## src/hdl/array_deque_engine_defines.svh

```systemverilog
// Assertion macros for the array deque engine
`ifndef ARRAY_DEQUE_ENGINE_DEFINES_SVH
`define ARRAY_DEQUE_ENGINE_DEFINES_SVH

// Same-cycle implication, sampled on clk, off while rst_n is low
`define ADE_ASSERT_NOW(label, ante, cons) \
  label: assert property (@(posedge clk) disable iff (!rst_n) (ante) |-> (cons)) \
    else $error("array_deque_engine assertion failed");

// Next-cycle implication, sampled on clk, off while rst_n is low
`define ADE_ASSERT_NEXT(label, ante, cons) \
  label: assert property (@(posedge clk) disable iff (!rst_n) (ante) |=> (cons)) \
    else $error("array_deque_engine assertion failed");

`endif

```

## src/hdl/ade_pkg.sv

```systemverilog
// Types, codes and microprogram for the array deque engine
package ade_pkg;

  localparam int DEPTH = 8;
  localparam int IDX_W = (DEPTH > 1) ? $clog2(DEPTH) : 1;
  localparam logic [IDX_W-1:0] IDX_LAST = IDX_W'(DEPTH - 1);

  // request modes
  localparam logic [2:0] MODE_PUSHF = 3'd0;
  localparam logic [2:0] MODE_PUSHB = 3'd1;
  localparam logic [2:0] MODE_LIST  = 3'd2;
  localparam logic [2:0] MODE_POPF  = 3'd3;
  localparam logic [2:0] MODE_POPB  = 3'd4;

  // result status
  localparam logic [1:0] ST_DONE  = 2'd0;
  localparam logic [1:0] ST_FULL  = 2'd1;
  localparam logic [1:0] ST_EMPTY = 2'd2;

  typedef struct packed {
    logic [2:0]         mode;
    logic signed [31:0] item_value;
  } in_item_t;

  typedef struct packed {
    logic [1:0]         status;
    logic signed [31:0] data_value;
    logic               last_of_run;
  } out_item_t;

  // datapath operations
  localparam logic [2:0] OP_NOP   = 3'd0;
  localparam logic [2:0] OP_PUSHF = 3'd1;
  localparam logic [2:0] OP_PUSHB = 3'd2;
  localparam logic [2:0] OP_LDPTR = 3'd3;
  localparam logic [2:0] OP_LIST  = 3'd4;
  localparam logic [2:0] OP_POPF  = 3'd5;
  localparam logic [2:0] OP_POPB  = 3'd6;
  localparam logic [2:0] OP_EMPTY = 3'd7;

  // store read address select
  localparam logic [1:0] RS_HEAD = 2'd0;
  localparam logic [1:0] RS_TAIL = 2'd1;
  localparam logic [1:0] RS_PTR  = 2'd2;

  // jump conditions
  localparam logic [1:0] CND_ALWAYS   = 2'd0;
  localparam logic [1:0] CND_EMPTY    = 2'd1;
  localparam logic [1:0] CND_AT_TAIL  = 2'd2;
  localparam logic [1:0] CND_DISPATCH = 2'd3;

  // step addresses
  localparam int UPC_W = 4;
  localparam logic [UPC_W-1:0] UPC_IDLE  = 4'd0;
  localparam logic [UPC_W-1:0] UPC_PUSHF = 4'd1;
  localparam logic [UPC_W-1:0] UPC_PUSHB = 4'd2;
  localparam logic [UPC_W-1:0] UPC_LIST  = 4'd3;
  localparam logic [UPC_W-1:0] UPC_LISTE = 4'd4;
  localparam logic [UPC_W-1:0] UPC_POPF  = 4'd5;
  localparam logic [UPC_W-1:0] UPC_POPFX = 4'd6;
  localparam logic [UPC_W-1:0] UPC_POPB  = 4'd7;
  localparam logic [UPC_W-1:0] UPC_POPBX = 4'd8;
  localparam logic [UPC_W-1:0] UPC_EMPTY = 4'd9;

  typedef struct packed {
    logic [2:0]       op;
    logic             emit;
    logic [1:0]       rsel;
    logic [1:0]       cond;
    logic [UPC_W-1:0] tgt_t;
    logic [UPC_W-1:0] tgt_f;
  } ucw_t;

  function automatic ucw_t ucode(input logic [UPC_W-1:0] upc);
    ucw_t w;
    w = '{op: OP_NOP, emit: 1'b0, rsel: RS_HEAD, cond: CND_ALWAYS,
          tgt_t: UPC_IDLE, tgt_f: UPC_IDLE};
    case (upc)
      UPC_IDLE:  w.cond = CND_DISPATCH;
      UPC_PUSHF: begin w.op = OP_PUSHF; w.emit = 1'b1; end
      UPC_PUSHB: begin w.op = OP_PUSHB; w.emit = 1'b1; end
      UPC_LIST: begin
        w.op = OP_LDPTR; w.rsel = RS_PTR; w.cond = CND_EMPTY;
        w.tgt_t = UPC_EMPTY; w.tgt_f = UPC_LISTE;
      end
      UPC_LISTE: begin
        w.op = OP_LIST; w.emit = 1'b1; w.rsel = RS_PTR; w.cond = CND_AT_TAIL;
        w.tgt_t = UPC_IDLE; w.tgt_f = UPC_LISTE;
      end
      UPC_POPF: begin
        w.rsel = RS_HEAD; w.cond = CND_EMPTY;
        w.tgt_t = UPC_EMPTY; w.tgt_f = UPC_POPFX;
      end
      UPC_POPFX: begin w.op = OP_POPF; w.emit = 1'b1; end
      UPC_POPB: begin
        w.rsel = RS_TAIL; w.cond = CND_EMPTY;
        w.tgt_t = UPC_EMPTY; w.tgt_f = UPC_POPBX;
      end
      // keep reading the tail while the result waits
      UPC_POPBX: begin w.op = OP_POPB; w.emit = 1'b1; w.rsel = RS_TAIL; end
      UPC_EMPTY: begin w.op = OP_EMPTY; w.emit = 1'b1; end
      default: ;
    endcase
    return w;
  endfunction

endpackage

```

## src/hdl/array_deque_engine.sv

```systemverilog
// Array deque engine: microcoded sequencer over a fixed element array
// Requests are taken one at a time: in_stall is high while the microprogram is away from idle.
// A push emits its result from its PUSHF or PUSHB step. A pop or a list first tests for an
// empty queue and then emits an empty-queue report, or the popped entry, or one result per
// stored element of a list. An unknown mode returns to idle with no result. An output stall
// holds the emitting step. Reset: synchronous, active low; queue empty, indexes zero, idle.
`include "array_deque_engine_defines.svh"

module array_deque_engine (
  input  logic               clk,
  input  logic               rst_n,
  input  logic               in_valid,
  output logic               in_stall,
  input  ade_pkg::in_item_t  in_data,
  output logic               out_valid,
  input  logic               out_stall,
  output ade_pkg::out_item_t out_data
);

  logic [ade_pkg::UPC_W-1:0] upc_r, upc_nxt;
  logic [ade_pkg::IDX_W-1:0] head_r, head_nxt;
  logic [ade_pkg::IDX_W-1:0] tail_r, tail_nxt;
  logic [ade_pkg::IDX_W-1:0] ptr_r, ptr_nxt;
  logic                      empty_r, empty_nxt;
  logic signed [31:0]        val_r;
  logic signed [31:0]        rd_data_r;
  logic signed [31:0]        store_r [ade_pkg::DEPTH];
  logic                      out_valid_r, out_valid_nxt;
  ade_pkg::out_item_t        out_data_r;
  ade_pkg::out_item_t        res;
  ade_pkg::ucw_t             uw;
  logic                      accept;
  logic                      out_free;
  logic                      go;
  logic                      at_tail;
  logic                      full_f, full_b;
  logic                      wr_en;
  logic [ade_pkg::IDX_W-1:0] wr_addr;
  logic [ade_pkg::IDX_W-1:0] rd_addr;
  logic                      cond_hit;

  assign uw       = ade_pkg::ucode(upc_r);
  assign in_stall = (upc_r != ade_pkg::UPC_IDLE);
  assign accept   = in_valid && !in_stall;
  assign out_free = !out_valid_r || !out_stall;
  // hold the step while its result cannot be loaded
  assign go       = !uw.emit || out_free;
  assign at_tail  = (ptr_r == tail_r);
  assign full_f   = !empty_r && (head_r == '0);
  assign full_b   = !empty_r && (tail_r == ade_pkg::IDX_LAST);

  always_comb begin
    case (uw.cond)
      ade_pkg::CND_EMPTY:   cond_hit = empty_r;
      ade_pkg::CND_AT_TAIL: cond_hit = at_tail;
      default:              cond_hit = 1'b1;
    endcase
    upc_nxt = upc_r;
    if (uw.cond == ade_pkg::CND_DISPATCH) begin
      if (accept) begin
        case (in_data.mode)
          ade_pkg::MODE_PUSHF: upc_nxt = ade_pkg::UPC_PUSHF;
          ade_pkg::MODE_PUSHB: upc_nxt = ade_pkg::UPC_PUSHB;
          ade_pkg::MODE_LIST:  upc_nxt = ade_pkg::UPC_LIST;
          ade_pkg::MODE_POPF:  upc_nxt = ade_pkg::UPC_POPF;
          ade_pkg::MODE_POPB:  upc_nxt = ade_pkg::UPC_POPB;
          default:             upc_nxt = ade_pkg::UPC_IDLE;
        endcase
      end
    end else if (go) begin
      upc_nxt = cond_hit ? uw.tgt_t : uw.tgt_f;
    end
  end

  always_comb begin
    head_nxt  = head_r;
    tail_nxt  = tail_r;
    ptr_nxt   = ptr_r;
    empty_nxt = empty_r;
    wr_en     = 1'b0;
    wr_addr   = head_r;
    res       = '{status: ade_pkg::ST_DONE, data_value: 32'sd0, last_of_run: 1'b1};
    case (uw.op)
      ade_pkg::OP_PUSHF: begin
        res.status     = full_f ? ade_pkg::ST_FULL : ade_pkg::ST_DONE;
        res.data_value = full_f ? 32'sd0 : val_r;
        if (go && !full_f) begin
          wr_en = 1'b1;
          if (empty_r) begin
            head_nxt  = '0;
            tail_nxt  = '0;
            empty_nxt = 1'b0;
            wr_addr   = '0;
          end else begin
            head_nxt = head_r - ade_pkg::IDX_W'(1);
            wr_addr  = head_r - ade_pkg::IDX_W'(1);
          end
        end
      end
      ade_pkg::OP_PUSHB: begin
        res.status     = full_b ? ade_pkg::ST_FULL : ade_pkg::ST_DONE;
        res.data_value = full_b ? 32'sd0 : val_r;
        if (go && !full_b) begin
          wr_en = 1'b1;
          if (empty_r) begin
            head_nxt  = '0;
            tail_nxt  = '0;
            empty_nxt = 1'b0;
            wr_addr   = '0;
          end else begin
            tail_nxt = tail_r + ade_pkg::IDX_W'(1);
            wr_addr  = tail_r + ade_pkg::IDX_W'(1);
          end
        end
      end
      ade_pkg::OP_LDPTR: ptr_nxt = head_r;
      ade_pkg::OP_LIST: begin
        res.data_value  = rd_data_r;
        res.last_of_run = at_tail;
        if (go && !at_tail) ptr_nxt = ptr_r + ade_pkg::IDX_W'(1);
      end
      ade_pkg::OP_POPF: begin
        res.data_value = rd_data_r;
        if (go) begin
          if (head_r == tail_r) begin
            head_nxt  = '0;
            tail_nxt  = '0;
            empty_nxt = 1'b1;
          end else begin
            head_nxt = head_r + ade_pkg::IDX_W'(1);
          end
        end
      end
      ade_pkg::OP_POPB: begin
        res.data_value = rd_data_r;
        if (go) begin
          if (head_r == tail_r) begin
            head_nxt  = '0;
            tail_nxt  = '0;
            empty_nxt = 1'b1;
          end else begin
            tail_nxt = tail_r - ade_pkg::IDX_W'(1);
          end
        end
      end
      ade_pkg::OP_EMPTY: res.status = ade_pkg::ST_EMPTY;
      default: ;
    endcase
    // prefetch the entry the next step emits
    case (uw.rsel)
      ade_pkg::RS_TAIL: rd_addr = tail_r;
      ade_pkg::RS_PTR:  rd_addr = ptr_nxt;
      default:          rd_addr = head_r;
    endcase
  end

  always_comb begin
    out_valid_nxt = out_valid_r && out_stall;
    if (uw.emit && go) out_valid_nxt = 1'b1;
  end

  always_ff @(posedge clk) begin
    if (!rst_n) begin
      upc_r       <= ade_pkg::UPC_IDLE;
      head_r      <= '0;
      tail_r      <= '0;
      ptr_r       <= '0;
      empty_r     <= 1'b1;
      out_valid_r <= 1'b0;
    end else begin
      upc_r       <= upc_nxt;
      head_r      <= head_nxt;
      tail_r      <= tail_nxt;
      ptr_r       <= ptr_nxt;
      empty_r     <= empty_nxt;
      out_valid_r <= out_valid_nxt;
    end
  end

  always_ff @(posedge clk) begin
    if (accept) val_r <= in_data.item_value;
    if (uw.emit && go) out_data_r <= res;
  end

  // element store: one write port, one registered read port
  always_ff @(posedge clk) begin
    if (wr_en) store_r[wr_addr] <= val_r;
    rd_data_r <= store_r[rd_addr];
  end

  assign out_valid = out_valid_r;
  assign out_data  = out_data_r;

  `ADE_ASSERT_NOW(a_empty_idx, empty_r, (head_r == '0) && (tail_r == '0))
  `ADE_ASSERT_NOW(a_order, !empty_r, head_r <= tail_r)
  `ADE_ASSERT_NOW(a_list_ptr, upc_r == ade_pkg::UPC_LISTE, (ptr_r >= head_r) && (ptr_r <= tail_r))
  `ADE_ASSERT_NEXT(a_busy, accept && (in_data.mode <= ade_pkg::MODE_POPB), in_stall)

endmodule
```

## config.mk

```make
export PLATFORM = sky130hd
export DESIGN_NAME = array_deque_engine
export DESIGN_NICKNAME = d
export VERILOG_FILES = /design/src/hdl/ade_pkg.sv /design/src/hdl/array_deque_engine.sv
export VERILOG_INCLUDE_DIRS = /design/src /design/src/hdl
export SDC_FILE = /design/constraint.sdc
export NUM_CORES = 1
export LEC_CHECK = 0
export BUFFER_PORTS_ARGS = -buffer_cell sky130_fd_sc_hd__buf_4
export CAP_MARGIN = 20
export CORE_ASPECT_RATIO = 1.5
export CORE_UTILIZATION = 60
export DETAILED_ROUTE_END_ITERATION = 8
export PLACE_DENSITY_LB_ADDON = 0.05
export SLEW_MARGIN = 20
export SYNTH_ARGS = -nofsm -noshare
export SYNTH_HDL_FRONTEND = slang
export SYNTH_SLANG_ARGS = --single-unit
```

## constraint.sdc

```tcl
create_clock -name clk -period 7.2 [get_ports clk]
set_input_delay 0.36 -clock clk [delete_from_list [all_inputs] [get_ports clk]]
set_output_delay 0.36 -clock clk [all_outputs]
set_load 0.1 [all_outputs]
```

==> flow_summary.json, run 1 <==
{
  "ir_drop_mv": 0.427,
  "clock_skew_ps": 17.5,
  "async_flop_share": 0,
  "synth-edff-count": 323,
  "setup_viol": 0,
  "ios": 76,
  "insertion_delay_ps": 520,
  "gp_congestion": 0.905,
  "cts_tree": "built",
  "grt_pass1_vias": 9499,
  "drt_first_pass_iters": 5,
  "cts_post_setup_buffers_inserted": 0,
  "syn_nets": 1106,
  "slowest_delay_ps": 720,
  "htree_levels": 2,
  "critPathCaptureType": "flop",
  "clock-sinks": 370,
  "powerDensity_mw_per_mm2": 491,
  "synth_ff_type": "edfxtp_1",
  "drive_gt1_frac": 0.149,
  "whs_path_depth": 1,
  "fin_crit_sh": 0.588,
  "stdcell_count": 1456,
  "power.leakage_nw": 5.85,
  "syn_area_per_cell_um2": 14.3,
  "total_power_mw": 8.41,
  "rsz0062_at_grt": "no",
  "clk_pin_slew_ps": 60,
  "drv_cap": 0,
  "ant_nets": 0,
  "initial_core_util": 0.616,
  "final_max_slew_viol_count": 0,
  "placed_cells": 1388,
  "die_area_mm2": 0.0258,
  "startpoint_type": "flop",
  "path_depth": 11,
  "area_delta_synth_final_pct": 13.4,
  "synth_seq_cells": 370,
  "period_minus_slack_ps": 4240,
  "crit_required_ps": 7560,
  "crit_buf_inv": 2,
  "crit_slowest_cell": "dfxtp_1",
  "cts_made_buffers": 35,
  "cpLargestDelayFamily": "simple AND/OR/NAND/NOR gates",
  "totalWireLength_um": 34200,
  "outcome": "finished clean",
  "grtUsageTotal": 0.269,
  "relSlewSlack": 0.241,
  "synth_area_leaders": "edfxtp_1, dfxtp_1, a2111oi_0",
  "reg2reg_depth": 11,
  "ys_warn_count": 0,
  "tns_ps": 0,
  "synth_area_leader_cell": "edfxtp_1",
  "netlist_instances": 1055,
  "globalRouteOverflowTotal": 0,
  "fin_nets": 1159,
  "drtIter0Drc": 700,
  "antenna_found_initial": 0,
  "hold_violations": 0,
  "diodes": 0,
  "path_class": "flop to flop",
  "grt_pass1_wl_um": 53000,
  "r2r_setup_slack_ps": 2960,
  "coreArea_mm2": 0.0245,
  "io_buffers": 75,
  "seq_area_frac_synth": 0.705,
  "max_freq_mhz": 236,
  "fp-row-count": 70,
  "worst_pin_slew_ps": 1140,
  "min_path_type": "input port to flop",
  "clock_path_buffers": 3,
  "synth_top_area_frac": 0.643,
  "drc_errors": 0,
  "path_cells": "nand2_1 -> nor2_1 -> a21o_1 -> ha_1 -> a21o_1 -> a311o_1 -> o211a_1 -> buf_4 -> nor2_2 -> buf_4 -> a2111oi_0",
  "die_y_um": 196,
  "worstPathMaxFanout": 33,
  "cts-root-buf": "clkbuf_16",
  "critPathArrivalTime_ps": 4600,
  "syn_area_mm2": 0.0151,
  "hpwl_um": 17400,
  "die_x_um": 132,
  "yosysUniqueCellTypes": 58,
  "via_count": 9423,
  "wl_per_cell_um": 23.5,
  "viasPerCell": 6.47,
  "grt_max_degree": 98
}
[metal layers]
| layer | GRT usage | routed length [um] |
|---|---|---|
| met3 | 0.0442 | 2070 |
| met5 | 0 | 0 |
| met2 | 0.461 | 17400 |
| met1 | 0.336 | 13500 |
| met4 | 0.123 | 1210 |
[cell usage after synthesis, types with 9 or more instances]
| cell type | number |
|---|---|
| a2111oi_0 | 99 |
| a2111oi_1 | 30 |
| a21o_1 | 9 |
| a21oi_1 | 106 |
| a22o_1 | 32 |
| buf_2 | 17 |
| clkbuf_1 | 58 |
| dfxtp_1 | 47 |
| edfxtp_1 | 323 |
| ha_1 | 12 |
| inv_1 | 14 |
| mux2i_1 | 34 |
| nand2_1 | 122 |
| nor2_1 | 19 |
| o21ai_0 | 12 |
[area by class of cell]
type                       count  area [um2]
tap                          324         405
inverter                      14        52.6
clock inverter                 9         123
clock buffer                  52        1020
multi-input combinational    586        4100
fill                        1674        7400
timing repair buffer         101         776
sequential                   370       10600
[cell usage in the layout, fill, tap and decap left out, types with 7 or more instances in the layout]
cell           netlist  final
clkbuf_16            0     37
edfxtp_1           323    323
a21oi_1            106    104
dfxtp_1             47     47
nand2_1            122    122
buf_4                4     94
ha_1                12     12
a2111oi_1           30     30
inv_1               14     14
o21ai_0             12     12
mux2i_1             34     34
a21o_1               9      9
o211a_1              8      7
a22o_1              32     32
a2111oi_0           99     99
clkbuf_1            58     11
nor2_1              19     17
dlygate4sd3_1        0      7
[sequential cells by signal, indices dropped and copies added, names as in the netlist]
register and cells:
val_r 32, empty_r 1, out_data 35, upc_r 4
head_r 3, rd_data_r 32, ptr_r 3, store_r 256
out_valid 1, tail_r 3
[cells by family after synthesis]
kind of cell	after synthesis	synth area share
flops	370	0.705
compound gates	336	0.166
buf+inv	99	0.0308
xor+xnor	10	0.00630
fa+ha+maj	12	0.00995
simple gates	194	0.0594
mux	34	0.0225
[power by group]
group	internal, mW	switching [mW]	total [mW]	leakage (nW)
Clock	1.09	0.743	1.83	0.551
Combinational	0.872	2.49	3.36	1.95
Sequential	2.98	0.234	3.22	3.35
[path summary, 6_finish.rpt]
| kind | startpoint | end |
|---|---|---|
| worst min register to register | rd_data_r[27]$_DFF_P_ | out_data[28]$_DFFE_PP_ |
| worst max register to register | upc_r[3]$_SDFFE_PN0P_ | rd_data_r[0]$_DFF_P_ |
| worst min-delay path | in_data[4] | val_r[4]$_DFFE_PP_ |
| worst max-delay path | upc_r[3]$_SDFFE_PN0P_ | rd_data_r[0]$_DFF_P_ |
[repair_timing]
item / 4_1_cts / 5_1_grt
endpoints found under the hold margin: 7 / 0
resized for setup: 0 / 0
hold buffers: 7 / 0
[metrics by stage]
step                setup slack (ps)  instance area [um2]  hold slack (ps)   util
finish                          2960                17100             19.9  0.698
CTS                             2980                17100             1.19  0.698
global placement                3120                15900              511  0.649
floorplan                       2320                15100              459      -
global route                    2750                17100            0.124  0.698
detailed placement              3010                15900              512  0.649
[worst reg2reg max path, delay by kind of cell (launching register included)]
kind	cells	cell delay, ps
adder cells (fa/ha/maj)	1	320
AND/OR/NAND/NOR	3	1240
flip-flops	1	720
buffers and inverters	2	720
AO/OA/AOI/OAI	5	1090
Power figures use the tool's default switching activity.
==> run 2: changes to the inputs <==
--- a/config.mk
+++ b/config.mk
@@ -9,7 +9,7 @@
 export BUFFER_PORTS_ARGS = -buffer_cell sky130_fd_sc_hd__buf_4
 export CAP_MARGIN = 20
 export CORE_ASPECT_RATIO = 1.5
-export CORE_UTILIZATION = 60
+export CORE_UTILIZATION = 55
 export DETAILED_ROUTE_END_ITERATION = 8
 export PLACE_DENSITY_LB_ADDON = 0.05
 export SLEW_MARGIN = 20
==> constraint.sdc (replaced) <==
create_clock -name clk -period 3.7 [get_ports clk]
set_input_delay 0.185 -clock clk [delete_from_list [all_inputs] [get_ports clk]]
set_output_delay 0.185 -clock clk [all_outputs]
set_load 0.1 [all_outputs]
==> run 2 against run 1 <==
  * Routed wire length grew 6.4%
  * Die area rose by 9.0%
  * Global-route usage down 0.60 points
  * First-iteration DRC count shrank 5.1%
  * Final cell count rose by 4.5%
  * Sequential power up 94%
  * Setup slack lost 2800 ps
  * Utilization shrank 3.2 points
  * Largest power group unchanged
==> flow_summary.json, run 2 (synthesis gave the netlist of run 1 again) <==
{
  "drive_gt1_frac": 0.164,
  "startpoint_type": "flop",
  "clk_pin_slew_ps": 60,
  "max_freq_mhz": 284,
  "htree_levels": 2,
  "drv_cap": 0,
  "powerDensity_mw_per_mm2": 951,
  "ctsResizeCount": 0,
  "period_minus_slack_ps": 3520,
  "die_area_mm2": 0.0281,
  "final_cell_mix": "edfxtp_1, nand2_1, a21oi_1, buf_4, a2111oi_0",
  "globalRouteOverflowTotal": 0,
  "grtUsageTotal": 0.263,
  "drt_first_pass_iters": 5,
  "die_x_um": 137,
  "fin_crit_sh": 0.952,
  "fin_nets": 1210,
  "hold_violations": 0,
  "clock_path_buffers": 3,
  "antenna_found_initial": 0,
  "worst_pin_slew_ps": 875,
  "critPathCaptureType": "flop",
  "stdcell_count": 1522,
  "regMostFlops": "store_r",
  "placed_cells": 1424,
  "slowest_delay_ps": 460,
  "post-route-cell-area_mm2": 0.0178,
  "cts_post_setup_buffers_inserted": 0,
  "final_max_slew_viol_count": 0,
  "die_y_um": 205,
  "largest_reg_flops": 256,
  "clock-sinks": 370,
  "min_path_type": "input port to flop",
  "ir_drop_mv": 0.713,
  "cts-root-buf": "clkbuf_16",
  "grt_pass1_wl_um": 54800,
  "gp_congestion": 0.873,
  "hpwl_um": 19000,
  "nFillCells": 1921,
  "path_cells": "buf_4 -> or3b_4 -> a21o_1 -> ha_1 -> a21o_1 -> a311o_1 -> o211ai_4 -> buf_4 -> a2111oi_0 -> a2111oi_1",
  "setup_viol": 0,
  "dp_slack_ps": 179,
  "drc_errors": 0,
  "relSlewSlack": 0.415,
  "path_class": "flop to flop",
  "coreArea_mm2": 0.0268,
  "totalWireLength_um": 36400,
  "dpl_cell_area_mm2": 0.0163,
  "setup_slack_ps": 179,
  "ios": 76,
  "power.leakage_nw": 6.17,
  "final_common_cell": "edfxtp_1",
  "fp-row-count": 73,
  "drtIter0Drc": 664,
  "wl_per_cell_um": 23.9,
  "via_count": 9645,
  "critPathArrivalTime_ps": 3910,
  "clock_skew_ps": 11.3,
  "rsz0062_at_grt": "no",
  "viasPerCell": 6.34,
  "worstPathMaxFanout": 22,
  "grt_max_degree": 98,
  "initial_core_util": 0.564,
  "io_buffers": 75,
  "crit_required_ps": 4090,
  "area_delta_synth_final_pct": 18.0,
  "grt_pass1_vias": 9516,
  "ant_nets": 0,
  "outcome": "finished clean",
  "crit_slowest_cell": "a311o_1",
  "insertion_delay_ps": 530,
  "diodes": 0,
  "cts_tree": "built",
  "cts_made_buffers": 36
}
## run 2: cell type report
cell class | instances | area, um2 | share of cell area
multi-input cells | 587 | 4140 | 0.232
flip-flops and latches | 370 | 10600 | 0.597
repair buffers | 150 | 1370 | 0.0770
well taps | 337 | 422 | 0.0237
clock inverters | 12 | 190 | 0.0107
inverters | 14 | 52.6 | 0.00295
clock buffers | 52 | 1000 | 0.0562
## run 2: worst paths after layout
| check | startpoint | endpoint | slack (ps) | cells after the start |
|---|---|---|---|---|
| max | upc_r[2]$_SDFFE_PN0P_ | rd_data_r[24]$_DFF_P_ | 180 | 10 |
| max reg2reg | upc_r[2]$_SDFFE_PN0P_ | rd_data_r[24]$_DFF_P_ | 180 | 10 |
| min | out_stall | out_valid$_SDFF_PN0_ | 70 | 3 |
| min reg2reg | rd_data_r[12]$_DFF_P_ | out_data[13]$_DFFE_PP_ | 530 | 1 |
## run 2: critical path, delay by kind of cell, from the launching register on
kind | cells | cell delay, ps
AO/OA/AOI/OAI | 6 | 1690
buffers and inverters | 2 | 590
flip-flops | 1 | 410
AND/OR/NAND/NOR | 1 | 410
adder cells (fa/ha/maj) | 1 | 280
## run 2: timing repair
action                                 CTS  global route
endpoints found under the hold margin   39             0
setup endpoints to repair                0             1
hold buffers                            33             0
## run 2: where the power goes
group | leakage [nW] | total (mW) | switching (mW) | internal, mW
Sequential | 3.35 | 6.24 | 0.441 | 5.80
Combinational | 2.24 | 6.97 | 5.00 | 1.96
Clock | 0.580 | 3.74 | 1.51 | 2.24
Total | 6.17 | 17.0 | 6.95 | 10.0
## run 2: through the flow
step,power (mW),hold WS (ps),TNS [ps],utilization
final,17.0,66.6,0,0.666
after global routing,17.6,67.8,0,0.666
after CTS,17.0,42.2,0,0.665
after detailed placement,13.2,364,0,0.608
after global placement,13.1,363,0,0.608
after floorplan,11.1,284,-68360,-
## run 2: per-layer routing
layer	vias up	track usage	part of all wire
li1	4424	-	-
met1	4840	0.338	0.42
met2	313	0.451	0.51
met3	68	0.0406	0.049
met4	0	0.0914	0.024
met5	-	0	0
==> run 3: changes to the inputs <==
--- a/config.mk
+++ b/config.mk
@@ -9,7 +9,7 @@
 export BUFFER_PORTS_ARGS = -buffer_cell sky130_fd_sc_hd__buf_4
 export CAP_MARGIN = 20
 export CORE_ASPECT_RATIO = 1.5
-export CORE_UTILIZATION = 55
+export CORE_UTILIZATION = 60
 export DETAILED_ROUTE_END_ITERATION = 8
 export PLACE_DENSITY_LB_ADDON = 0.05
 export SLEW_MARGIN = 20
==> constraint.sdc (replaced) <==
create_clock -name clk -period 3.5 [get_ports clk]
set_input_delay 0.175 -clock clk [delete_from_list [all_inputs] [get_ports clk]]
set_output_delay 0.175 -clock clk [all_outputs]
set_load 0.1 [all_outputs]
==> run 3 against run 2 <==
  * Clock power about the same
  * Flip-flop and latch count unchanged
  * Via count rose by 1.2%
  * Combinational power increased by 7.0%
  * Global-route usage up 2.0 points
  * Routed wire length decreased by 1.1%
  * Hold slack got worse by 15 ps
  * Clock skew grew 0.99 ps
  * Non-clock buffer count rose by 5
  * Register-to-register slack gained 70 ps
  * Utilization increased by 6.2 points
  * Total power is 5.1% higher
==> flow_summary.json, run 3 (synthesis gave the netlist of run 1 again) <==
{
  "cts-root-buf": "clkbuf_16",
  "clock-sinks": 370,
  "p_clk_frac": 0.209,
  "crit_required_ps": 3900,
  "final_common_cell": "edfxtp_1",
  "grt_max_degree": 98,
  "insertion_delay_ps": 530,
  "min_path_type": "input port to flop",
  "period_minus_slack_ps": 3260,
  "drive_gt1_frac": 0.165,
  "intPower_mw": 10.5,
  "via_count": 9764,
  "drv_cap": 0,
  "cts_made_buffers": 35,
  "reg2reg_from": "upc_r[2]$_SDFFE_PN0P_",
  "tns_ps": 0,
  "nFillCells": 1639,
  "grt_pass1_vias": 9871,
  "drt_first_pass_iters": 5,
  "critPathArrivalTime_ps": 3650,
  "seqPwrFrac": 0.372,
  "powerDensity_mw_per_mm2": 998,
  "wl_per_cell_um": 23.8,
  "die_x_um": 132,
  "relSlewSlack": 0.571,
  "worstPathMaxFanout": 14,
  "hpwl_um": 19600,
  "fin_nets": 1213,
  "ios": 76,
  "placed_cells": 1416,
  "die_y_um": 196,
  "clock_path_buffers": 3,
  "setup_viol": 0,
  "startpoint_type": "flop",
  "min_from": "out_stall",
  "gp_congestion": 0.978,
  "drtIter0Drc": 879,
  "stdcell_count": 1512,
  "crit_path_start": "upc_r[2]$_SDFFE_PN0P_",
  "die_area_mm2": 0.0258,
  "worst_pin_slew_ps": 642,
  "switching_share": 0.412,
  "total_power_mw": 17.8,
  "regMostFlops": "store_r",
  "cts_post_setup_buffers_inserted": 0,
  "fp-row-count": 70,
  "hold_violations": 0,
  "ir_drop_mv": 0.873,
  "ant_nets": 0,
  "diodes": 0,
  "clock_skew_ps": 12.3,
  "cts_tree": "built",
  "io_buffers": 75,
  "viasPerCell": 6.46,
  "grt_pass1_wl_um": 55300,
  "coreArea_mm2": 0.0245,
  "rsz0062_at_grt": "no",
  "power.leakage_nw": 6.17,
  "grtUsageTotal": 0.283,
  "drc_errors": 0,
  "totalWireLength_um": 36000,
  "final_cell_mix": "edfxtp_1, nand2_1, a21oi_1, buf_4, a2111oi_0",
  "initial_core_util": 0.616,
  "critPathCaptureType": "flop",
  "clk_pin_slew_ps": 60,
  "outcome": "finished clean",
  "pwr-share-comb": 0.419,
  "path_class": "flop to flop",
  "largest_reg_flops": 256,
  "globalRouteOverflowTotal": 0,
  "final_max_slew_viol_count": 0,
  "max_freq_mhz": 307,
  "area_delta_synth_final_pct": 18.3,
  "htree_levels": 2,
  "power.switching_mw": 7.33,
  "antenna_found_initial": 0,
  "fin_crit_sh": 0.930
}
==> run 3: cell types whose count changed in the layout (fill, tap and decap cells not counted), sizes merged <==
cell	change
bufinv	-2
inv	-1
buf	+5
clkinv	+6
clkbuf	-6
clkinvlp	+2
o211ai	-1
==> run 3: area by class of cell <==
cell class | instances | area [um2] | share of cell area
multi-input combinational | 586 | 4140 | 0.232
clock buffer | 46 | 948 | 0.0531
inverter | 14 | 52.6 | 0.00294
timing repair buffer | 155 | 1490 | 0.0835
sequential | 370 | 10600 | 0.596
clock inverter | 17 | 169 | 0.00946
tap | 324 | 405 | 0.0227
==> run 3: worst max-delay path: stages (launching register included) <==
cell       delay (ps)
dfxtp_1           430
buf_4             200
nor2_4             40
nand2_1            90
nor2_1             80
a21o_1            200
ha_1              400
a21o_1            240
a311o_1           380
o211ai_4          270
buf_4             310
a2111oi_0          90
a2111oi_1         390
==> run 3: final timing paths <==
check	slack, ps	cells after the start	end
setup / recovery	240	12	rd_data_r[7]$_DFF_P_
hold / removal	50	3	out_valid$_SDFF_PN0_
setup reg to reg	240	12	rd_data_r[7]$_DFF_P_
hold reg to reg	530	1	out_data[4]$_DFFE_PP_
==> run 3: repair_timing <==
item | CTS | global route
hold buffers | 33 | 0
hold endpoints to repair | 46 | 0
gates resized for setup | 0 | 6
endpoints found under the setup margin | 0 | 31
==> run 3: per-layer routing <==
| metal | wire [um] | track usage | vias up |
|---|---|---|---|
| met2 | 18500 | 0.495 | 405 |
| met3 | 2070 | 0.0393 | 92 |
| met4 | 1300 | 0.133 | 0 |
| met5 | 0 | 0 | - |
| met1 | 14100 | 0.348 | 4849 |
| li1 | - | - | 4418 |
==> run 3: through the flow <==
| step | area [um2] | hold slack, ps | worst slack, ps | util |
|---|---|---|---|---|
| final | 17900 | 51.5 | 245 | 0.728 |
| after CTS | 17800 | 36.5 | 37.9 | 0.727 |
| after global routing | 17900 | 82.8 | 11.9 | 0.728 |
| after detailed placement | 16400 | 354 | 55.0 | 0.668 |
| after floorplan | 15100 | 274 | -292 | - |
| after global placement | 16400 | 353 | 203 | 0.668 |
==> run 3: power by group through the flow <==
stage / clock network [mW] / logic [mW] / registers, mW
finish: 3.73 / 7.46 / 6.62
global route: 3.93 / 7.94 / 6.70
CTS: 3.77 / 7.45 / 6.61
detailed placement: 0 / 7.39 / 6.69
global placement: 0 / 7.32 / 6.66
floorplan: 0 / 3.64 / 8.07
